[src/sv/lsc_place.sv]
`default_nettype none
module lsc_place #(
  parameter int CW = 16,
  parameter int F  = 16
) (
  input  logic                 clk,
  input  logic                 rst,
  input  logic                 vld_i,
  input  logic                 ok_i,
  input  logic [F:0]           t0_i,
  input  logic [F:0]           t1_i,
  input  logic signed [CW-1:0] x0_i,
  input  logic signed [CW-1:0] y0_i,
  input  logic signed [CW:0]   dx_i,
  input  logic signed [CW:0]   dy_i,
  output logic                 done,
  output logic                 visible,
  output logic signed [CW-1:0] cx0,
  output logic signed [CW-1:0] cy0,
  output logic signed [CW-1:0] cx1,
  output logic signed [CW-1:0] cy1
);

  localparam int PW = CW + F + 1;
  localparam logic [PW-1:0] HALF = PW'(1) << (F - 1);

  logic [CW:0]   ax, ay;
  logic [CW-1:0] mx, my;

  // magnitudes of the deltas
  always_comb begin
    ax = dx_i[CW] ? -dx_i : dx_i;
    ay = dy_i[CW] ? -dy_i : dy_i;
    mx = ax[CW-1:0];
    my = ay[CW-1:0];
  end

  logic                 vld_m, ok_m, nx_m, ny_m;
  logic signed [CW-1:0] x0_m, y0_m;
  logic [PW-1:0]        px0_m, py0_m, px1_m, py1_m;

  // multiply stage
  always_ff @(posedge clk) begin
    if (rst) begin
      vld_m <= 1'b0;
    end else begin
      vld_m <= vld_i;
    end
    ok_m  <= ok_i;
    nx_m  <= dx_i[CW];
    ny_m  <= dy_i[CW];
    x0_m  <= x0_i;
    y0_m  <= y0_i;
    px0_m <= PW'(mx) * PW'(t0_i);
    py0_m <= PW'(my) * PW'(t0_i);
    px1_m <= PW'(mx) * PW'(t1_i);
    py1_m <= PW'(my) * PW'(t1_i);
  end

  function automatic logic [CW-1:0] apply(input logic [CW-1:0] base, input logic neg,
                                          input logic [PW-1:0] prod);
    logic [PW-1:0] sum;
    logic [CW:0]   off, res;
    sum = prod + HALF;
    off = {1'b0, sum[F +: CW]};
    res = neg ? ({1'b0, base} - off) : ({1'b0, base} + off);
    return res[CW-1:0];
  endfunction

  // rounding, offset and output register
  always_ff @(posedge clk) begin
    if (rst) begin
      done <= 1'b0;
    end else begin
      done <= vld_m;
    end
    visible <= ok_m;
    cx0 <= ok_m ? $signed(apply(x0_m, nx_m, px0_m)) : '0;
    cy0 <= ok_m ? $signed(apply(y0_m, ny_m, py0_m)) : '0;
    cx1 <= ok_m ? $signed(apply(x0_m, nx_m, px1_m)) : '0;
    cy1 <= ok_m ? $signed(apply(y0_m, ny_m, py1_m)) : '0;
  end

endmodule
`default_nettype wire

[config.mk]
export PLATFORM = sky130hd
export DESIGN_NAME = lsc_place
export DESIGN_NICKNAME = d
export VERILOG_FILES = /design/src/sv/lsc_place.sv
export SDC_FILE = /design/constraint.sdc
export NUM_CORES = 2
export LEC_CHECK = 0
export BUFFER_PORTS_ARGS = -buffer_cell sky130_fd_sc_hd__buf_2
export CAP_MARGIN = 30
export CORE_MARGIN = 4
export CORE_UTILIZATION = 30
export CTS_CLUSTER_DIAMETER = 50
export DETAILED_ROUTE_END_ITERATION = 8
export PLACE_DENSITY = 0.49
export RECOVER_POWER = 100
export SLEW_MARGIN = 20
export SYNTH_ARGS = -nofsm -noshare
export SYNTH_HDL_FRONTEND = slang
export SYNTH_SLANG_ARGS = --single-unit
[constraint.sdc]
create_clock -name clk -period 8.1 [get_ports clk]
set_clock_uncertainty 0.2 [all_clocks]
set_input_delay 0.81 -clock clk [delete_from_list [all_inputs] [get_ports clk]]
set_output_delay 0.81 -clock clk [all_outputs]
set_load 0.1 [all_outputs]
==> impl_metrics.py <==
metrics = {
    "detailed_routing": {
        "viasPerCell": 4.62,
        "routedWlPerCell_um": 17.8,
        "vias": 33000,
        "first_iter_violations": 1542,
        "antenna_left": 0,
        "wl_um": 127000,
        "firstDrtPassIters": 5,
        "wl_met2_um": 57400,
        "wirelength_met1_um": 61500,
        "drc": 0,
        "dr.max_layer_used": "met5",
        "met3_length_um": 5860,
    },
    "synth": {
        "syn_inst": 4997,
        "synth.avg_cell_area_um2": 8.75,
        "synth.distinct_cells": 93,
        "synth_edf_count": 0,
        "synth_ff_type": "dfxtp_1",
        "yosys_warnings": 0,
        "synth_seq_cells": 170,
        "syn_area_um2": 43700,
        "yosysSeqAreaShare_pct": 7.78,
        "synth_nets": 6391,
        "async_flop_share_pct": 0,
    },
    "worst_setup_path": {
        "cp_data_required_time_ns": 8.29,
        "worst_ep_arrival_time_ns": 7.97,
        "r2r-start": "py1_m[15]$_DFF_P_",
        "reg2reg_depth": 14,
        "critPathKind": "primary input to flip-flop",
        "cp_max_fo": 15,
        "startpoint": "dx_i[0]",
        "cp-end-kind": "flip-flop",
        "cp-start-kind": "primary input",
    },
    "place": {
        "place_congestion": 0.836,
        "dpl_cell_area_um2": 48500,
        "hpwl_um": 106000,
        "port-buffer-count": 169,
        "placedCellCount": 7090,
    },
    "hold_path": {
        "worstHoldPathCells": 1,
        "hp-class": "primary input to flip-flop",
        "hold_start": "x0_i[0]",
    },
    "clock_tree": {
        "tritoncts": "done",
        "numClockSinks": 170,
        "ctsHtreeMaxLevel": 4,
        "clk_pin_slew_ns": 0.08,
        "cts_hold_buf": 0,
        "clockRootBuffer": "clkbuf_16",
        "cts.path.max_buffers": 2,
        "cts_buffers": 17,
        "clock_latency_ns": 0.50,
        "post-cts-setup-buffers": 0,
        "cts-resized-gates": 0,
    },
    "sta": {
        "hold_viol": 0,
        "max_freq_ghz": 0.129,
        "min_period_ns": 7.78,
        "slew_violations": 0,
        "rsz0062_at_grt": "false",
        "slew_headroom_pct": 7.49,
        "period_share_pct": 96.1,
        "whs_ns": 0.204,
        "worstMarginPinSlew_ns": 1.39,
        "setup_viol": 0,
    },
    "run": {
        "maxCapViolations": 0,
    },
    "layout": {
        "n_fill_cell": 15000,
        "final_layout_size_suffix_gt1_share_pct": 8.78,
        "final_cell_mix": "1020 x inv_1, 828 x fa_1, 712 x nand2_1",
        "syn2layout_area_growth_pct": 12.2,
        "fin_nets": 6600,
        "design_area_um2": 49100,
        "final_common_cell": "inv_1",
        "fin_util_pct": 34.0,
        "final_cells": 7132,
    },
    "die": {
        "pin_count": 170,
        "die_area_um2": 152000,
        "die_x_um": 390,
        "start_util_pct": 30.3,
        "row_count": 139,
        "die_height_um": 390,
        "core_region_area_um2": 144000,
    },
    "global_route": {
        "antenna_found_initial": 28,
        "grt_first_pass_wirelength_um": 203000,
        "grt_max_degree": 37,
        "grt.overflow.total": 0,
        "grt_pass1_vias": 35300,
        "grtUsageTotal_pct": 17.0,
    },
    "run_status": {
        "outcome": "completed",
    },
}
[routing by layer]
metal / up-vias / global-route usage (%)
met4: 10 / 3.05
met5: - / 0
met2: 637 / 27.6
li1: 15600 / -
met3: 98 / 2.44
met1: 16600 / 24.3
[logic make-up (layout without fill, tap and decap cells)]
group	count (synthesis)	count (layout)	share of synthesized area, %
simple gates	1595	1595	18.2
fa+ha+maj	1290	1290	51.1
buf+inv	1260	1481	10.9
compound gates	397	397	6.17
xor+xnor	277	277	5.55
flops	170	170	7.78
mux	8	8	0.243
other cells	0	11	0
[critical path: stages]
cell and delay, ns:
buf_2 0.15, or3_1 0.42, o31ai_1 0.34, xnor2_2 0.23
buf_4 0.38, nand2_1 0.12, fa_1 0.51, fa_1 0.50
inv_1 0.05, ha_1 0.19, fa_1 0.48, inv_1 0.05
fa_1 0.53, inv_1 0.05, fa_1 0.45, ha_1 0.32
a21o_1 0.21, a2111oi_0 0.42, buf_4 0.18, a211oi_1 0.06
a211oi_1 0.17, clkbuf_1 0.33, a21oi_1 0.21, o211ai_2 0.24
nand2_1 0.12, clkbuf_4 0.15, xor2_1 0.13, buf_4 0.13
[synthesized netlist by cell type, types with 12 or more instances]
cell type	number	area, um2
xnor2_1	189	1660
and3b_1	13	114
clkbuf_1	219	822
nand2b_1	23	144
ha_1	462	5780
a21o_1	41	308
xor2_1	88	771
dfxtp_1	170	3400
nand2_1	711	2670
nor2_1	99	372
a21oi_1	114	571
nand3_1	59	295
fa_1	828	16600
inv_1	1020	3830
o21a_1	18	135
a211oi_1	17	128
and4_1	12	105
or3_1	17	106
nor2b_1	52	325
and2_1	462	2890
a31oi_1	19	119
nand4_1	26	163
nor3_1	48	240
o31ai_1	15	113
and3_1	24	150
o21ai_0	67	335
[sequential cells by signal, indices dropped and copies added, names as in the netlist]
register,cells
px1_m,17
vld_m,1
nx_m,1
done,1
ok_m,1
cy0,16
py0_m,17
cy1,16
py1_m,17
cx1,16
cx0,16
x0_m,16
ny_m,1
px0_m,17
y0_m,16
visible,1
[per-stage QoR]
step	setup WS, ns	setup TNS (ns)
final	0.319	0
after global routing	0.00514	0
after CTS	0.256	0
after detailed placement	-0.269	-2.73
after global placement	-0.214	-1.88
after floorplan	0.239	0
[final cells by class]
type / count / area (um2) / area share (%)
Clock inverter: 14 / 186 / 0.380
Sequential cell: 170 / 3400 / 6.94
Multi-Input combinational cell: 3567 / 35800 / 72.9
Clock buffer: 17 / 425 / 0.867
Inverter: 1020 / 3830 / 7.80
Tap cell: 1903 / 2380 / 4.85
Timing Repair Buffer: 430 / 3020 / 6.15
Antenna cell: 11 / 27.5 / 0.0561
[path summary, 6_finish.rpt]
kind	end	slack (ns)
worst max-delay path	px1_m[29]$_DFF_P_	0.32
worst min-delay path	x0_m[0]$_DFF_P_	0.20
worst max register to register	cy1[15]$_SDFF_PN0_	3.09
worst min register to register	done$_SDFF_PP0_	0.25
Power is not shown: default switching activity piles up to over one toggle a cycle in this logic, so the estimate is an artifact.
