**config.mk**
```make
export PLATFORM = sky130hd
export DESIGN_NAME = lsc_setup
export DESIGN_NICKNAME = d
export VERILOG_FILES = /design/src/sv/lsc_pkg.sv /design/src/sv/lsc_setup.sv
export SDC_FILE = /design/constraint.sdc
export NUM_CORES = 1
export LEC_CHECK = 0
export ABC_CLOCK_PERIOD_IN_PS = 14950
export CELL_PAD_IN_SITES_DETAIL_PLACEMENT = 0
export CELL_PAD_IN_SITES_GLOBAL_PLACEMENT = 1
export CORE_UTILIZATION = 41
export DETAILED_ROUTE_END_ITERATION = 10
export DONT_BUFFER_PORTS = 1
export GPL_TIMING_DRIVEN = 0
export HOLD_SLACK_MARGIN = 0.02
export PLACE_DENSITY_LB_ADDON = 0.15
export SETUP_SLACK_MARGIN = 0.1
export SYNTH_ARGS = -nofsm -noshare
export SYNTH_HDL_FRONTEND = slang
export SYNTH_SLANG_ARGS = --single-unit
```
**constraint.sdc**
```tcl
create_clock -name clk -period 14.95 [get_ports clk]
set_clock_uncertainty 0.2 [all_clocks]
set_input_delay 0.7475 -clock clk [delete_from_list [all_inputs] [get_ports clk]]
set_output_delay 0.7475 -clock clk [all_outputs]
set_load 0.05 [all_outputs]
```
**src/sv/lsc_pkg.sv**
```systemverilog
`default_nettype none
package lsc_pkg;

  // default geometry
  localparam int COORD_WIDTH_DEF   = 16;
  localparam int FRACTION_BITS_DEF = 16;

  // configuration register map
  localparam int CFG_INDEX_W = 2;
  typedef enum logic [CFG_INDEX_W-1:0] {
    REG_LEFT   = 2'd0,
    REG_RIGHT  = 2'd1,
    REG_BOTTOM = 2'd2,
    REG_TOP    = 2'd3
  } cfg_reg_t;

  // how a segment meets one clip edge
  typedef enum logic [1:0] {
    EK_PAR   = 2'd0,
    EK_ENTER = 2'd1,
    EK_LEAVE = 2'd2
  } edge_kind_t;

  // where the crossing ratio q/p falls relative to [0, 1]
  typedef enum logic [2:0] {
    RC_NEG  = 3'd0,
    RC_ZERO = 3'd1,
    RC_FRAC = 3'd2,
    RC_ONE  = 3'd3,
    RC_OVER = 3'd4
  } ratio_class_t;

  // per-edge control carried alongside the divider
  typedef struct packed {
    edge_kind_t   kind;
    logic         par_rej;
    ratio_class_t cls;
  } lsc_edge_ctl_t;

endpackage
`default_nettype wire

```
**src/sv/lsc_setup.sv**
```systemverilog
`default_nettype none
module lsc_setup #(
  parameter int CW = 16
) (
  input  logic                          clk,
  input  logic                          rst,
  input  logic                          in_vld,
  input  logic signed [CW-1:0]          sx,
  input  logic signed [CW-1:0]          sy,
  input  logic signed [CW-1:0]          ex,
  input  logic signed [CW-1:0]          ey,
  input  logic signed [CW-1:0]          wl,
  input  logic signed [CW-1:0]          wr,
  input  logic signed [CW-1:0]          wb,
  input  logic signed [CW-1:0]          wt,
  output logic                          vld,
  output logic signed [CW-1:0]          x0,
  output logic signed [CW-1:0]          y0,
  output logic signed [CW:0]            dx,
  output logic signed [CW:0]            dy,
  output lsc_pkg::lsc_edge_ctl_t [3:0]  ctl,
  output logic [3:0][CW-1:0]            num,
  output logic [3:0][CW-1:0]            den
);
  import lsc_pkg::*;

  logic signed [CW:0]   dx_c, dy_c;
  logic signed [CW:0]   p_c [4];
  logic signed [CW:0]   q_c [4];
  logic signed [CW+1:0] n_c [4];
  logic signed [CW+1:0] dext_c [4];
  logic [CW:0]          pabs_c [4];
  lsc_edge_ctl_t [3:0]  ctl_c;
  logic [3:0][CW-1:0]   num_c, den_c;

  // edge terms and ratio classification
  always_comb begin
    dx_c = $signed({ex[CW-1], ex}) - $signed({sx[CW-1], sx});
    dy_c = $signed({ey[CW-1], ey}) - $signed({sy[CW-1], sy});
    p_c[0] = -dx_c;
    p_c[1] = dx_c;
    p_c[2] = -dy_c;
    p_c[3] = dy_c;
    q_c[0] = $signed({sx[CW-1], sx}) - $signed({wl[CW-1], wl});
    q_c[1] = $signed({wr[CW-1], wr}) - $signed({sx[CW-1], sx});
    q_c[2] = $signed({sy[CW-1], sy}) - $signed({wb[CW-1], wb});
    q_c[3] = $signed({wt[CW-1], wt}) - $signed({sy[CW-1], sy});
    for (int e = 0; e < 4; e++) begin
      pabs_c[e] = p_c[e][CW] ? -p_c[e] : p_c[e];
      n_c[e]    = p_c[e][CW] ? -$signed({q_c[e][CW], q_c[e]}) : $signed({q_c[e][CW], q_c[e]});
      dext_c[e] = $signed({2'b00, pabs_c[e][CW-1:0]});
      ctl_c[e].par_rej = q_c[e][CW];
      num_c[e] = '0;
      den_c[e] = pabs_c[e][CW-1:0];
      if (p_c[e] == '0) begin
        ctl_c[e].kind = EK_PAR;
      end else if (p_c[e][CW]) begin
        ctl_c[e].kind = EK_ENTER;
      end else begin
        ctl_c[e].kind = EK_LEAVE;
      end
      if (n_c[e] < 0) begin
        ctl_c[e].cls = RC_NEG;
      end else if (n_c[e] == '0) begin
        ctl_c[e].cls = RC_ZERO;
      end else if (n_c[e] == dext_c[e]) begin
        ctl_c[e].cls = RC_ONE;
      end else if (n_c[e] > dext_c[e]) begin
        ctl_c[e].cls = RC_OVER;
      end else begin
        ctl_c[e].cls = RC_FRAC;
        num_c[e] = n_c[e][CW-1:0];
      end
    end
  end

  // stage register
  always_ff @(posedge clk) begin
    if (rst) begin
      vld <= 1'b0;
    end else begin
      vld <= in_vld;
    end
    x0  <= sx;
    y0  <= sy;
    dx  <= dx_c;
    dy  <= dy_c;
    ctl <= ctl_c;
    num <= num_c;
    den <= den_c;
  end

endmodule
`default_nettype wire

```
==> impl_results.md, run 1 <==
- Status: finished, final reports clean
- Dpl cell area: 17200 sq um
- Top_reg_cell synth: dfxtp_1
- Min Tclk post-route: 8.57 ns
- Internal Pwr Total: 1.49 mW
- Cell with the most instances after synthesis: dfxtp_1
- Yosys reg bits: 215
- Most used cell, CP: clkbuf_1
- Yosys top cell by area: dfxtp_1
- Initial core utilization: 41.5%
- Die footprint: 41000 sq um
- Drt total wl: 52300 microns
- Final Util: 45.4%
- Worst setup path start: ex[0]
- Critical Path RT: 15.21 ns
- Syn. warnings: 0
- CTS tree: yes
- Cts repair resizes: 0
- Post-Syn Area: 16500 sq um
- CP max stage delay: 0.72 ns
- Register Area: 4300 sq um
- Vias/cell: 5.62
- Worst setup path class: input pin to register
- GR Util All Layers: 24.8%
- Combinational fraction of design power: 36.9%
- Final instance area: 18000 sq um
- LEAKAGE: 7.94 nW
- Core area: 39700 sq um
- Die W: 203 microns
- Routed wl met3: 3100 microns
- Gp weighted congestion: 0.951
- Final period util: 57.3%
- Yosys cell types: 107
- Min-delay src: sx[13]
- CTS max path bufs: 3
- Final hold viol count: 0
- DR WL met2: 22800 microns
- CTS root buffer: clkbuf_16
- Row Count: 73
- Post-Synth XOR/XNOR Area: 10.6%
- Area Growth Syn to Fin: 9.28%
- Complex-gate fraction of the synthesized area: 21.2%
- Slowest CP cell: o31ai_2
- Total power: 3.05 mW
- Drt drc: 0
- Initial antenna violation count: 13
- Number of flops mapped to enable cells by yosys: 0
- Max Cap Viol: 0
- Area of the multi-input gates: 11200 sq um
- TNS Setup: 0 ns
- Switching Fraction: 51.2%
- Peak supply drop: 0.000121 V
- Slew Limit Fails: 0
- H-tree level count: 1
- Sequential fraction of the synthesis area: 26.1%
- Avg WL per Cell: 20.2 microns
- M1 WL: 25200 microns
- Vias: 14600
- Setup slack after layout: 6.38 ns
- I/O Buffers: 0
- Die Y: 203 microns
- Synth top area cells: dfxtp_1 (26%), ha_1 (13%), xnor2_1 (6.5%)
- Clk network pwr share: 18.2%
- Boundary Pins: 350
- Slew @ Worst Pin: 1.22 ns
- DP Worst Slack: 5.90 ns
- Initial DRC Count: 828
- Post-Syn Area per Cell: 8.23 sq um
- Fmax: 117 MHz
- Sw Pwr: 1.56 mW
- Largest net degree at the start of global routing: 15
- Top layer used by detailed routing: met5
- Filler cell count: 4011
- Syn nets: 2309
- CP startpoint kind: input pin
- Async set-or-reset flop fraction in the synthesized netlist: 0%
- Mapped Cells: 2004
- Layout cells sized above 1: 6.37%
- PD cells: 169 nW/um^2
- Clock Pin Slew Worst Setup and Hold Paths: 0.06 ns
- GR Overflow Total: 0
- Worst Path Max Fanout: 10
- Critical Path AT: 8.82 ns
- Simple-gate portion of the synthesized area: 21.6%
- Post-DP HPWL: 43900 microns
- Nets: 2345
- Total CTS buffers: 23
- First-pass GRT wire length: 80100 microns
- Unrepaired setup endpoints after global routing: false
- Hold Crit Class: input pin to register
- Post-synth top area share: 26.1%
- Top post-synthesis cells by count: dfxtp_1 (215), inv_1 (191), ha_1 (168)
- Proportion of synthesized area in mux cells: 0.940%
- Endpoints failing setup: 0
- Detailed Routing Iterations Pass 1: 5
- Largest family of logic cells by synthesized area: simple AND/OR/NAND/NOR gates
- Fraction of the mapped netlist area in adder cells: 13.5%
- Flop pwr share: 44.8%
- Rel. slew slack: 17.7%
- Crit end category: register
- Post-route ant nets: 0
- Vias in the first global route: 13900
- Clock sinks: 215
-- worst max-delay path: cells and delay by family --
kind,cells,cell delay (ns)
compound gates,9,2.66
xor+xnor,1,0.29
fa+ha+maj,4,1.37
buf+inv,9,2.85
simple gates,6,0.93
-- what timing repair did --
action                                 4_1_cts  5_1_grt
buffers inserted                             0        0
endpoints found under the hold margin       11        0
hold buffers                                11        0
-- area by class of cell --
class,count,area share (%)
Antenna cell,10,0.139
Clock buffer,31,3.53
Inverter,195,4.06
Multi-Input combinational cell,1537,62.1
Buffer,57,1.45
Tap cell,525,3.64
Clock inverter,11,0.576
Timing Repair Buffer,11,0.611
Sequential cell,215,23.9
-- power groups by stage --
stage                     logic, mW  clock network (mW)  registers, mW
after detailed placement       1.11                   0           1.38
after global routing           1.25               0.595           1.38
final                          1.13               0.556           1.37
after CTS                      1.12               0.569           1.37
after global placement         1.10                   0           1.38
after floorplan               0.843                   0           1.35
-- final timing paths --
| kind | depth (start not counted) | to |
|---|---|---|
| hold / removal | 0 | x0[13] |
| setup / recovery | 29 | num[7] |
-- registers in the layout, indices dropped and copies added, names as in the netlist --
| register | count |
|---|---|
| num | 64 |
| den | 61 |
| ctl | 24 |
| dx | 17 |
| dy | 16 |
| x0 | 16 |
| y0 | 16 |
| vld | 1 |
-- cell families (layout without fill, tap and decap cells) --
logic type / Yosys count / in the layout
AND/OR/NAND/NOR: 662 / 662
AO/OA/AOI/OAI: 490 / 490
buffers and inverters: 252 / 305
flip-flops: 215 / 215
XOR/XNOR: 196 / 196
adder cells (fa/ha/maj): 174 / 174
multiplexers: 15 / 15
other: 0 / 10
-- through the flow --
stage	hold slack (ns)	cells
2_1_floorplan	0.575	2004
3_3_place_gp	0.575	2529
3_5_place_dp	0.575	2529
4_1_cts	0.0213	2582
5_1_grt	0.0221	2586
6_report	0.0401	2592
-- cells in the final DEF (no fill, tap or decap), types with 23 or more instances in the layout --
master	n
dfxtp_1	215
inv_1	191
ha_1	168
nor2_1	138
nand2_1	127
xnor2_1	122
a21oi_1	111
o21ai_0	71
xor2_1	70
nor3_1	63
nand3_1	62
a21o_1	60
nor2b_1	43
clkbuf_1	42
nand2b_1	31
nand4_1	31
o21a_1	24
clkbuf_16	23
-- layer usage --
metal | track usage (%) | vias to the layer above
li1 | - | 7240
met1 | 34.9 | 6863
met2 | 38.5 | 381
met3 | 4.69 | 62
met4 | 6.85 | 10
met5 | 0 | -
Note: power is estimated with default switching activity, not from simulation.
==> run 2: changes to the inputs <==
--- a/config.mk
+++ b/config.mk
@@ -5,7 +5,7 @@
 export SDC_FILE = /design/constraint.sdc
 export NUM_CORES = 1
 export LEC_CHECK = 0
-export ABC_CLOCK_PERIOD_IN_PS = 14950
+export ABC_CLOCK_PERIOD_IN_PS = 6900
 export CELL_PAD_IN_SITES_DETAIL_PLACEMENT = 0
 export CELL_PAD_IN_SITES_GLOBAL_PLACEMENT = 1
 export CORE_UTILIZATION = 41
==> constraint.sdc (replaced) <==
create_clock -name clk -period 6.9 [get_ports clk]
set_clock_uncertainty 0.2 [all_clocks]
set_input_delay 0.345 -clock clk [delete_from_list [all_inputs] [get_ports clk]]
set_output_delay 0.345 -clock clk [all_outputs]
set_load 0.05 [all_outputs]
==> impl_results.md, run 2 (synthesized netlist as in run 1, its figures left out) <==
- Critical Path RT: 7.16 ns (-8.05 ns)
- Clk network pwr share: 18.1% (about the same)
- Endpoints failing setup: 0 (unchanged)
- DR WL met2: 23300 microns (+1.9%)
- Top layer used by detailed routing: met5
- Critical Path AT: 6.60 ns (-2.22 ns)
- Sw Pwr: 3.40 mW (+120%)
- TNS Setup: 0 ns (unchanged)
- Largest net degree at the start of global routing: 15 (unchanged)
- PD cells: 360 nW/um^2 (+110%)
- Vias: 14800 (+1.3%)
- Post-route ant nets: 0 (unchanged)
- I/O Buffers: 0 (unchanged)
- Commonest non-fill, non-tap cell in the layout: dfxtp_1
- CP startpoint kind: input pin
- Routed wl met3: 3170 microns (+2.4%)
- Unrepaired setup endpoints after global routing: true
- Detailed Routing Iterations Pass 1: 5 (unchanged)
- Switching Fraction: 51.0% (-0.17 points)
- Commonest cells after routing, fill and taps aside: dfxtp_1 (215), inv_1 (191), ha_1 (167), nor2_1 (138), nand2_1 (127)
- Final instance area: 18500 sq um (+2.7%)
- Initial antenna violation count: 13 (unchanged)
- CTS tree: yes
- CTS max path bufs: 3 (unchanged)
- Slew @ Worst Pin: 1.23 ns (+0.00534 ns)
- Top Registers: num x64, den x61, ctl x24
- Fmax: 158 MHz
- Avg WL per Cell: 20.1 microns (-0.23%)
- Dpl cell area: 17200 sq um (unchanged)
- Die Y: 203 microns (unchanged)
- Final period util: 92.0%
- Die W: 203 microns (unchanged)
- Slowest CP cell: fa_1
- Combinational fraction of design power: 37.5% (+0.6 points)
- Row Count: 73 (unchanged)
- Max reg flops: 64 (unchanged)
- Area Growth Syn to Fin: 12.3%
- Min Tclk post-route: 6.34 ns
- Initial DRC Count: 771 (-6.9%)
- Rel. slew slack: 17.3% (-0.36 points)
- GR Util All Layers: 25.1% (+0.23 points)
- Flop pwr share: 44.4% (-0.4 points)
- Status: finished, final reports clean
- Placed instance count: 2529 (unchanged)
- Vias in the first global route: 14100 (+1.2%)
- Boundary Pins: 350 (unchanged)
- Nets: 2384 (+1.7%)
- Drt drc: 0 (unchanged)
- Core area: 39700 sq um (unchanged)
- Clock Pin Slew Worst Setup and Hold Paths: 0.06 ns (about the same)
- LEAKAGE: 8.16 nW (+2.9%)
- Final hold viol count: 0 (unchanged)
- Final Util: 46.6% (+1.2 points)
- Drt total wl: 52900 microns (+1.2%)
- Crit end category: register
- Hold Crit Class: input pin to register
- Post-DP HPWL: 43900 microns (unchanged)
- Clock sinks: 215 (unchanged)
- GR Overflow Total: 0 (unchanged)
- Peak supply drop: 0.000261 V (+120%)
- H-tree level count: 1 (unchanged)
- Filler cell count: 3987 (-0.60%)
- Slew Limit Fails: 0 (unchanged)
- CP max stage delay: 0.62 ns (-0.10 ns)
- Biggest register: num
- First-pass GRT wire length: 80900 microns (+1.0%)
- Initial core utilization: 41.5% (unchanged)
- CTS root buffer: clkbuf_16
- Layout cells sized above 1: 7.68% (+1.3 points)
- Gp weighted congestion: 0.951 (unchanged)
- Non-filler instance count after layout: 2629 (+1.4%)
- M1 WL: 25300 microns (+0.66%)
- Vias/cell: 5.61 (about the same)
- Internal Pwr Total: 3.27 mW (+120%)
- Die footprint: 41000 sq um (unchanged)
- Worst setup path class: input pin to register
- Max Cap Viol: 0 (unchanged)
- Worst Path Max Fanout: 10 (unchanged)
- Total CTS buffers: 23 (unchanged)
## run 2: final cells by class
type	instances	area, sq um	area share [%]
timing repair buffer	51	490	2.65
clock inverter	11	104	0.561
clock buffer	31	636	3.43
inverter	195	733	3.96
antenna	8	20.0	0.108
tap	525	657	3.55
multi-input combinational	1537	11300	61.0
sequential	215	4300	23.2
buffer	56	284	1.53
## run 2: worst paths after layout
check | to | cells after the start | startpoint
hold / removal | num[16] | 3 | wr[0]
setup / recovery | num[45] | 29 | ey[0]
## run 2: power by group through the flow
stage / Clock [mW] / Sequential, mW / Combinational (mW)
3_5_place_dp: 0 / 3.00 / 2.41
5_1_grt: 1.29 / 2.99 / 2.78
6_report: 1.20 / 2.96 / 2.50
3_3_place_gp: 0 / 3.00 / 2.38
2_1_floorplan: 0 / 2.93 / 1.83
4_1_cts: 1.23 / 2.97 / 2.46
## run 2: timing repair
item	in CTS	in global routing
gates resized for setup	15	24
setup buffers	3	5
pin swaps	2	3
hold buffers	43	0
setup endpoints to repair	37	36
endpoints found under the hold margin	44	0
## run 2: worst max-delay path: cells and delay by family
kind	cells	cell delay [ns]
buffers and inverters	7	1.33
and+or+nand+nor	9	1.98
xor gates and xnor gates	1	0.14
AOI/OAI and AO/OA	7	1.12
adders and majority gates	5	1.67
## run 2: metal layers
metal,GRT usage (%),vias up
li1,-,7315
met1,35.1,6930
met2,39.2,429
met3,4.72,67
met4,6.55,10
met5,0,-
## run 2: stage by stage
stage          hold WS [ns]  power (mW)  worst slack [ns]
6_report             0.0555        6.67             0.555
3_5_place_dp          0.173        5.41             -1.75
3_3_place_gp          0.173        5.38             -1.75
4_1_cts              0.0264        6.66             0.101
5_1_grt              0.0461        7.06            0.0856
2_1_floorplan         0.173        4.76             0.322
