<file path="src/sv/lsc_div_step.sv">
`default_nettype none
module lsc_div_step #(
  parameter int CW = 16,
  parameter int F  = 16,
  parameter int SW = 8
) (
  input  logic               clk,
  input  logic               rst,
  input  logic               vld_i,
  input  logic [SW-1:0]      side_i,
  input  logic [3:0][CW-1:0] rem_i,
  input  logic [3:0][CW-1:0] den_i,
  input  logic [3:0][F-1:0]  quo_i,
  output logic               vld_o,
  output logic [SW-1:0]      side_o,
  output logic [3:0][CW-1:0] rem_o,
  output logic [3:0][CW-1:0] den_o,
  output logic [3:0][F-1:0]  quo_o
);

  logic [CW:0]        r2 [4];
  logic [CW:0]        diff [4];
  logic [3:0]         ge;
  logic [3:0][CW-1:0] rem_c;
  logic [3:0][F-1:0]  quo_c;

  // one restoring quotient bit for each edge
  always_comb begin
    for (int e = 0; e < 4; e++) begin
      r2[e]    = {rem_i[e], 1'b0};
      ge[e]    = r2[e] >= {1'b0, den_i[e]};
      diff[e]  = r2[e] - {1'b0, den_i[e]};
      rem_c[e] = ge[e] ? diff[e][CW-1:0] : r2[e][CW-1:0];
      quo_c[e] = {quo_i[e][F-2:0], ge[e]};
    end
  end

  always_ff @(posedge clk) begin
    if (rst) begin
      vld_o <= 1'b0;
    end else begin
      vld_o <= vld_i;
    end
    side_o <= side_i;
    rem_o  <= rem_c;
    den_o  <= den_i;
    quo_o  <= quo_c;
  end

endmodule
`default_nettype wire

</file>
<file path="config.mk">
export PLATFORM = sky130hd
export DESIGN_NAME = lsc_div_step
export DESIGN_NICKNAME = d
export VERILOG_FILES = /design/src/sv/lsc_div_step.sv
export SDC_FILE = /design/constraint.sdc
export NUM_CORES = 1
export LEC_CHECK = 0
export BUFFER_PORTS_ARGS = -buffer_cell sky130_fd_sc_hd__buf_4
export CORE_AREA = 2 2 158 160
export DETAILED_ROUTE_END_ITERATION = 8
export DIE_AREA = 0 0 160 162
export GPL_ROUTABILITY_DRIVEN = 1
export PLACE_DENSITY = 0.58
export RECOVER_POWER = 100
export SETUP_SLACK_MARGIN = 0.05
export SLEW_MARGIN = 0
export SYNTH_ARGS = -nofsm -noshare
export SYNTH_HDL_FRONTEND = slang
export SYNTH_SLANG_ARGS = --single-unit
</file>
<file path="constraint.sdc">
create_clock -name clk -period 5.2 [get_ports clk]
set_input_delay 0.52 -clock clk [delete_from_list [all_inputs] [get_ports clk]]
set_output_delay 0.52 -clock clk [all_outputs]
set_load 0.01 [all_outputs]
</file>
==> results.md, run 1 <==
- The data required time at the worst endpoint is 5580 ps.
- The H-tree depth is 1.
- The first global-routing pass estimated about 34000 um of wire.
- The sum of negative setup slack is 0 ps.
- After detailed placement, the total cell area comes to 11380 sq um.
- The startpoint-to-endpoint class of the critical path is in2reg.
- TritonCTS built the clock tree.
- After clock tree synthesis, the clock-pin slew on the worst setup and hold paths is about 60 ps.
- The count of buffers added on input and output ports is 399.
- The wire-length estimate of the detail-placed layout is approximately 18000 um.
- The via count of the first global-routing pass came to 6726.
- The final critical path time including I/O delays and setup is between 3000 and 4000 ps.
- The congestion estimate from routability-driven global placement came to 0.7945.
- The floorplan step set the die width to 160 um.
- The number of design-rule violations left by the first detailed-router iteration is 231.
- The detailed-router iteration count before antenna repair is 4.
- No sink is reached through more buffers than the 3 on the longest clock path.
- The signal on the critical path passes through clkbuf_1 > inv_1 > ha_1 > nand4_1 > nor4_1 > o21ai_0 > a41oi_1 > clkbuf_1 > mux2_2.
- Dividing the detail-routed wire length by the instance count gives 14.81 um.
- The total buffers and inverters traversed by the critical path is 3.
- The flow ran to the end, and the final reports show no timing, DRC or antenna violations.
- Yosys mapped a number of flops with a built-in enable equal to 0.
- The master cell of the clock root buffer is sky130_fd_sc_hd__clkbuf_16.
- The maximum fanout along the worst path is 11.
- The overall fraction of global-route tracks in use is 16.33%.
- The top-level I/O count is 404.
- Once the clock tree was built, the setup fixing pass inserted 0 buffers.
- The die outline area is about 26000 sq um.
- Global routing finished with a remaining overflow of 0.
- Setup repair after global routing left no endpoint under its margin.
- The share of the Yosys chip area taken by registers is 50.22%.
- The maximum number of pins on one net before global-route repair is 27.
- In this run the static leakage power is 5.032 nW.
- The final layout net count is about 1400.
- Grouping stages by cell kind, the critical path spends the most delay in compound AO/OA/AOI/OAI gates.
- The synthesized design devotes to its leading area cell type 50.22% of total area.
- The clock net in this run drives a total of 201 sinks.
- In this run the most critical hold path is launched from quo_i[33].
- The count of pins over their slew limit was 0.
- From synthesis to final layout, the design area changed by 39.55%.
- In this run the cell area of the synthesized design comes to 8013 sq um.
- The total CTS buffers is 23.
- The number of hold buffers added after CTS was 0.
- The power density of the placed cells is ~370 nW/um^2.
- For this run, the share of the core covered by cells in the final layout is 46.39%.
- The number of max-cap violations is 0.
- After floorplanning, the core was sized to cover around 24000 sq um.
- The worst hold path class is in2reg.
- The die is between 150 and 200 um tall.
- In the synthesized netlist the async set-or-reset flop fraction comes to 0%.
- The post-route netlist has 20.94% of its cells at a drive strength greater than 1.
- Ranked by total cell area, the synthesized netlist is headed by sky130_fd_sc_hd__dfxtp_1, sky130_fd_sc_hd__ha_1, sky130_fd_sc_hd__mux2_2.
- Among all flip-flop cells after synthesis, the most frequent one is sky130_fd_sc_hd__dfxtp_1.
- The number of nets produced by synthesis is slightly above 1000.
- The worst pin sits at a relative slew slack of 10.78%.
- Counting every instance in the synthesized netlist gives 758.
- The met3 routed wirelength is between 2000 and 2500 um.
- The biggest area contributor in the post-synthesis netlist is sky130_fd_sc_hd__dfxtp_1.
- The detailed router used layers up to and including met4.
- The timing-limited maximum frequency is 0.3054 GHz.
- The worst path uses between 60% and 70% of the clock period.
- The number of unique standard cell types used by synthesis is 61.
- The worst IR drop on VDD is 0.2583 mV.
- The critical-path cell with the highest stage delay is sky130_fd_sc_hd__a41oi_1.
- Excluding fillers, the count of instances in the completed layout stands at around 1500.
- The finished cells cover 11180 sq um.
- For this configuration, the core starts out at a cell density of around a third.
- The kind of launch point of the worst setup path is an input pin.
- Counting tap cells, the placed design contains a total of 1473 instances.
- At the pin with the least slew margin, the transition time is 1333 ps.
- 0 antenna diodes ended up in the layout.
- The yosys synthesis warning count is 0.
- On the worst path, the slowest cell contributes a delay of 1030 ps.
- The arrival time at the worst endpoint is 3660 ps.
- In this run the core area contains between 50 and 60 standard-cell rows.
- The total wire length is 22410 um.
- Hold is met by 131.6 ps.
- The most numerous cell type found on the critical path is sky130_fd_sc_hd__clkbuf_1.
- Dividing the synthesized area by the synthesized cell count gives 10.57 sq um.
- The capturing element type of the critical path is a register.
- The met1 layer wirelength in the final routing is about 9000 um.
- The final antenna-violating net count is 0.
- For this run, design rule violations remaining after detail routing come to 0.
- Summing over every cut layer, the via total after detailed routing is just under 7000.
- Setup violations remaining at the end of the flow were counted as 0.
- The count of instances resized after the clock tree is built is 0.
- After detailed routing, the number of vias per cell comes to 4.448.
- The synthesized flop and latch total is 201.
- The hold violation count in the final report is 0.
- The terminating pin of the worst hold path is quo_o[34].
- The met2 routed wirelength is 10770 um.
- The number of stages on the worst hold path is 1.
- The number of antenna violations at the first check in global routing is 1.
-- where the power goes --
| part | switching [W] | internal (W) |
|---|---|---|
| clock network | 0.000609 | 0.000964 |
| logic | 0.000457 | 0.000386 |
| registers | 0.0000403 | 0.00170 |
-- layer usage --
metal | vias up | global-route usage, %
li1 | 3442 | -
met1 | 2999 | 18.59
met2 | 261 | 28.85
met3 | 28 | 6.001
met4 | 0 | 4.545
met5 | - | 0
-- sequential cells by signal, indices dropped and copies added, names as in the netlist --
name and count:
vld_o 1, den_o 64, quo_o 64, side_o 8
rem_o 64
-- worst max path at each step --
stage	startpoint	to	slack, ps	cells past startpoint
2_1_floorplan	den_i[54]	rem_o[58]	2530	9
3_3_place_gp	rem_i[18]	rem_o[31]	1840	9
3_5_place_dp	rem_i[18]	rem_o[19]	1860	9
4_1_cts	rem_i[18]	rem_o[20]	2400	9
5_1_grt	den_i[54]	rem_o[60]	1600	9
6_report	den_i[54]	rem_o[60]	1930	9
-- per-stage QoR --
step / worst slack (ps) / power [W]
after CTS: 2400 / 0.004390
after floorplan: 2534 / 0.002302
after global routing: 1597 / 0.004379
final: 1925 / 0.004159
after global placement: 1839 / 0.002783
after detailed placement: 1857 / 0.002789
-- cell usage in the layout (no fill, tap or decap), types with 14 or more instances in the layout --
cell type                   count
sky130_fd_sc_hd__xor2_1        15
sky130_fd_sc_hd__a21oi_1       47
sky130_fd_sc_hd__nor2b_1       17
sky130_fd_sc_hd__clkbuf_4      98
sky130_fd_sc_hd__clkbuf_16     23
sky130_fd_sc_hd__clkbuf_1     242
sky130_fd_sc_hd__nand2_1       26
sky130_fd_sc_hd__dfxtp_1      201
sky130_fd_sc_hd__inv_1         78
sky130_fd_sc_hd__nor2_1        54
sky130_fd_sc_hd__mux2_2        41
sky130_fd_sc_hd__xnor2_1       30
sky130_fd_sc_hd__buf_4         65
sky130_fd_sc_hd__ha_1          64
sky130_fd_sc_hd__o21ai_0       26
sky130_fd_sc_hd__o21a_1        14
-- synth_stat cells, drive strengths merged, types with 2 or more instances --
library cell and number:
dfxtp 201, inv 78, ha 64, nor2 54
a21oi 48, mux2 45, xnor2 30, o21ai 27
nand2 26, nor2b 17, xor2 15, o21a 14
a21o 13, nand3 9, a31oi 8, a211oi 7
and2 7, buf 6, nand2b 6, nand4 6
nor3 6, o21bai 6, a21boi 4, fa 4
mux2i 4, o31a 4, o31ai 4, clkbuf 3
nor3b 3, o41a 3, or2 3, or3 3
a221oi 2, a311oi 2, a31o 2, and3 2
and4 2, nor4 2, o2111ai 2, o221ai 2
o22ai 2
-- cell type report --
class                           count  area [sq um]
Tap cell                          324         405.4
Inverter                           78         292.8
Timing Repair Buffer              400          2113
Sequential cell                   201          4024
Clock buffer                       32         649.4
Multi-Input combinational cell    470          3607
Clock inverter                      8         90.09
Fill cell                        2533         12920
-- cells by family after synthesis --
logic type / after synthesis / share of synthesized area, %
flops: 201 / 50.22
compound gates: 158 / 13.18
simple gates: 150 / 9.213
buf+inv: 87 / 4.279
fa+ha+maj: 68 / 10.99
mux: 49 / 7.199
xor+xnor: 45 / 4.919
Note: power is estimated with default switching activity, not from simulation.
==> run 2: changes to the inputs <==
--- a/config.mk
+++ b/config.mk
@@ -5,12 +5,13 @@
 export SDC_FILE = /design/constraint.sdc
 export NUM_CORES = 1
 export LEC_CHECK = 0
+export ABC_AREA = 1
 export BUFFER_PORTS_ARGS = -buffer_cell sky130_fd_sc_hd__buf_4
-export CORE_AREA = 2 2 158 160
+export CORE_AREA = 2 2 156 158
 export DETAILED_ROUTE_END_ITERATION = 8
-export DIE_AREA = 0 0 160 162
+export DIE_AREA = 0 0 158 160
 export GPL_ROUTABILITY_DRIVEN = 1
-export PLACE_DENSITY = 0.58
+export PLACE_DENSITY = 0.68
 export RECOVER_POWER = 100
 export SETUP_SLACK_MARGIN = 0.05
 export SLEW_MARGIN = 0
==> constraint.sdc (replaced) <==
create_clock -name clk -period 2.9 [get_ports clk]
set_input_delay 0.29 -clock clk [delete_from_list [all_inputs] [get_ports clk]]
set_output_delay 0.29 -clock clk [all_outputs]
set_load 0.01 [all_outputs]
==> run 2 against run 1 <==
Global-route usage grew 7.8 points. Largest cell class is now multi-input combinational cells. Worst hold slack lost 100 ps. Cell area grew 27%. First-iteration DRC count grew 120%. Critical endpoint is now rem_o[34]. Sequential share of layout area shrank 7.6 points. Critical path type unchanged.
==> results.md, run 2 <==
- Outcome: completed (unchanged).
- The number of unique standard cell types used by synthesis came to 32 (was 61).
- The highest metal layer with signal wires is met4 (unchanged).
- The arrival time at the worst endpoint is 2680 ps (was 3660 ps).
- Most frequent cells in the layout: sky130_fd_sc_hd__nand2_1, sky130_fd_sc_hd__clkbuf_1, sky130_fd_sc_hd__inv_1, sky130_fd_sc_hd__dfxtp_1, sky130_fd_sc_hd__dlygate4sd3_1 (was sky130_fd_sc_hd__clkbuf_1, sky130_fd_sc_hd__dfxtp_1, sky130_fd_sc_hd__clkbuf_4, sky130_fd_sc_hd__inv_1, sky130_fd_sc_hd__buf_4).
- The initial core utilization came to 39.10% (was 33.24%).
- The global placement routability congestion came to 0.9246 (was 0.7945).
- The average cell area after synthesis came to 7.456 sq um (was 10.57 sq um).
- The maximum single-stage delay on the critical path is 520 ps (was 1030 ps).
- The power density of the placed cells was 541.5 nW/um^2 (was 372.0 nW/um^2).
- The number of instances in the synthesized netlist is 1249 (was 758).
- The count of instances resized after the clock tree is built came to 0 (unchanged).
- The total CTS buffers came to 23 (unchanged).
- Critical-path cell list: dlygate4sd3_1 > clkbuf_1 > inv_1 > ha_1 > nand2_1 > nor2_1 > nand2_1 > nor3_1 > nor2_4 > clkbuf_2 > nand3_1 > nand2_1 (was clkbuf_1 > inv_1 > ha_1 > nand4_1 > nor4_1 > o21ai_0 > a41oi_1 > clkbuf_1 > mux2_2).
- The final layout net count was 2111 (was 1445).
- The post-route total power was 0.007687 W (was 0.004159 W).
- The post-route worst hold slack is 32.13 ps (was 131.6 ps).
- The count of pins over their slew limit was 0 (unchanged).
- The data required time at the worst endpoint is 3310 ps (was 5580 ps).
- The met2 routed wirelength came to 15270 um (was 10770 um).
- The worst IR drop on VDD was 0.4838 mV (was 0.2583 mV).
- The residual DRC count is 0 (unchanged).
- The residual overflow from global routing came to 0 (unchanged).
- The final critical path time including I/O delays and setup is 2269 ps.
- The area of all placed cells without fillers is 14190 sq um (was 11180 sq um).
- The final antenna-violating net count is 0 (unchanged).
- The via-per-instance ratio is 4.508 (was 4.448).
- The share of synthesized registers carrying an async set or reset came to 0% (unchanged).
- The share of the core filled with cells in the final layout is 59.59% (was 46.39%).
- The leakage component of the power is 7.354 nW (was 5.032 nW).
- The H-tree depth is 1 (unchanged).
- The number of max-cap violations is 0 (unchanged).
- The clock tree from TritonCTS is built (unchanged).
- The hold violation count in the final report is 0 (unchanged).
- The number of design-rule violations left by the first detailed-router iteration came to 515 (was 231).
- The capturing element type of the critical path is a register (unchanged).
- The fraction of the cycle the final worst path needs is 78.23%.
- The final-report setup violation count is 0 (unchanged).
- The proportion of netlist area held by the largest area contributor is 43.21% (was 50.22%).
- The via count of the first global-routing pass is 9956 (was 6726).
- The cell type contributing the most total cell area after synthesis is sky130_fd_sc_hd__dfxtp_1 (unchanged).
- The maximum number of pins on one net before global-route repair came to 19 (was 27).
- The overall die height is 160 um (was 162 um).
- The number of antenna violations at the first check in global routing came to 1 (unchanged).
- The detailed-router iteration count before antenna repair is 5 (was 4).
- The relative contribution of the clock network to total power is 35.1% (was 37.8%).
- The net switching power is 0.002306 W (was 0.001106 W).
- The master cell of the clock root buffer is sky130_fd_sc_hd__clkbuf_16 (unchanged).
- The worst slew margin relative to its limit was 71.72% (was 10.78%).
- The die span in x is 158 um (was 160 um).
- The placed wire-length estimate is 23130 um (was 18260 um).
- The met1 layer wirelength in the final routing is 12640 um (was 9134 um).
- The most frequent cell after synthesis is sky130_fd_sc_hd__nand2_1 (was sky130_fd_sc_hd__dfxtp_1).
- The primary flip-flop cell chosen by synthesis mapping is sky130_fd_sc_hd__dfxtp_1 (unchanged).
- The critical-path cell with the highest stage delay is sky130_fd_sc_hd__dlygate4sd3_1 (was sky130_fd_sc_hd__a41oi_1).
- The first-pass GRT wire length is 48930 um (was 34200 um).
- The worst hold path class was in2reg (unchanged).
- The combinational share of power is 24.5% (was 20.3%).
- The number of port buffers is 399 (unchanged).
- The overall fraction of global-route tracks in use is 24.15% (was 16.33%).
- The synthesized flop and latch total is 201 (unchanged).
- Top Registers: den_o (64), quo_o (64), rem_o (64) (unchanged).
- The timing-limited maximum frequency is 0.4408 GHz.
- The startpoint-to-endpoint class of the critical path was in2reg (unchanged).
- The sequential area share after synthesis is 43.21% (was 50.22%).
- The placeable core region is 23820 sq um (was 24110 sq um).
- The kind of cell adding the most delay to the critical path is simple AND/OR/NAND/NOR gates (was compound AO/OA/AOI/OAI gates).
- The die outline area is 25280 sq um (was 25920 sq um).
- The post-detailed-route wirelength per cell is 14.48 um (was 14.81 um).
- The clock slew seen by the registers of the worst setup and hold paths was 60 ps (about the same).
- RSZ-0062 raised after global routing: false (unchanged).
- The total number of vias is 9822 (was 6730).
- Commonest cells in the synthesized netlist: sky130_fd_sc_hd__nand2_1, sky130_fd_sc_hd__inv_1, sky130_fd_sc_hd__dfxtp_1, sky130_fd_sc_hd__nand3_1, sky130_fd_sc_hd__ha_1 (was sky130_fd_sc_hd__dfxtp_1, sky130_fd_sc_hd__inv_1, sky130_fd_sc_hd__ha_1, sky130_fd_sc_hd__nor2_1, sky130_fd_sc_hd__a21oi_1).
- The kind of launch point of the worst setup path is an input pin (unchanged).
- The internal portion of total power was 0.005380 W (was 0.003053 W).
- The total wire length was 31560 um (was 22410 um).
- The proportion of layout cells with a drive suffix above 1 was 12.74% (was 20.94%).
- Top post-synthesis cells by area: sky130_fd_sc_hd__dfxtp_1, sky130_fd_sc_hd__nand2_1, sky130_fd_sc_hd__inv_1 (was sky130_fd_sc_hd__dfxtp_1, sky130_fd_sc_hd__ha_1, sky130_fd_sc_hd__mux2_2).
- The sum of negative setup slack came to 0 ps (unchanged).
- The cell area after placement is 12620 sq um (was 11380 sq um).
- The total buffers and inverters traversed by the critical path is 4 (was 3).
- The cell area after synthesis is 9313 sq um (was 8013 sq um).
- The met3 routed wirelength was 2447 um (was 2043 um).
- The maximum buffer depth of the clock tree was 3 (unchanged).
- The number of nets produced by synthesis is 1520 (was 1029).
- The switching part of the total power was 30.00% (was 26.59%).
- The share of power burned in registers is 40.4% (was 41.9%).
- The layout overhead on the synthesized area is 52.43% (was 39.55%).
- The most used cell along the critical path is sky130_fd_sc_hd__nand2_1 (was sky130_fd_sc_hd__clkbuf_1).
- The leading cell type in the layout, fill and taps excluded is sky130_fd_sc_hd__nand2_1 (was sky130_fd_sc_hd__clkbuf_1).
- The yosys synthesis warning count came to 0 (unchanged).
- The number of core rows is 57 (unchanged).
- The number of flops mapped to enable cells by yosys is 0 (unchanged).
- The top-level I/O count is 404 (unchanged).
- The maximum fanout along the worst path is 15 (was 11).
- The slew of the pin with the lowest slew margin came to 423.4 ps (was 1333 ps).
- The number of sinks handled by clock tree synthesis is 201 (unchanged).
## run 2: cell families (layout without fill, tap and decap cells)
group / count (synthesis) / count (layout) / share of synthesized area (%)
compound gates: 43 / 43 / 2.365
xor+xnor: 26 / 26 / 2.445
fa+ha+maj: 68 / 68 / 9.459
buf+inv: 237 / 841 / 10.25
flops: 201 / 201 / 43.21
other cells: 0 / 2 / 0
simple gates: 674 / 674 / 32.27
## run 2: path summary, 6_finish.rpt
check / end / cells past startpoint / from / slack (ps)
max: rem_o[34] / 12 / den_i[37] / 630
min: rem_o[51] / 3 / rem_i[50] / 30
## run 2: through the flow
| step | std cells | setup WS (ps) |
|---|---|---|
| after global routing | 2178 | 428.1 |
| after detailed placement | 1960 | 825.2 |
| after global placement | 1960 | 826.0 |
| final | 2179 | 631.3 |
| after CTS | 2177 | 805.9 |
| after floorplan | 1249 | 1286 |
## run 2: timing repair
item	in CTS	in global routing
setup buffers	0	0
hold buffers	179	0
endpoints found under the hold margin	178	0
## run 2: power groups by stage
| stage | logic, W | clock network [W] | registers [W] |
|---|---|---|---|
| after floorplan | 0.000858 | 0 | 0.00331 |
| after global placement | 0.00188 | 0 | 0.00317 |
| after detailed placement | 0.00190 | 0 | 0.00317 |
| after CTS | 0.00211 | 0.00278 | 0.00311 |
| after global routing | 0.00208 | 0.00287 | 0.00313 |
| final | 0.00188 | 0.00270 | 0.00311 |
## run 2: layout make-up
class | count | area, sq um
fill | 2297 | 9625
multi-input combinational | 811 | 4293
sequential | 201 | 4024
timing repair buffer | 580 | 3933
inverter | 223 | 842.1
clock buffer | 32 | 649.4
tap | 324 | 405.4
clock inverter | 6 | 43.79
antenna | 2 | 5.005
## run 2: metal layers
layer	up-vias	GRT usage, %
met3	76	5.645
met4	0	8.518
met1	4343	27.82
met2	396	43.30
li1	5007	-
met5	-	0
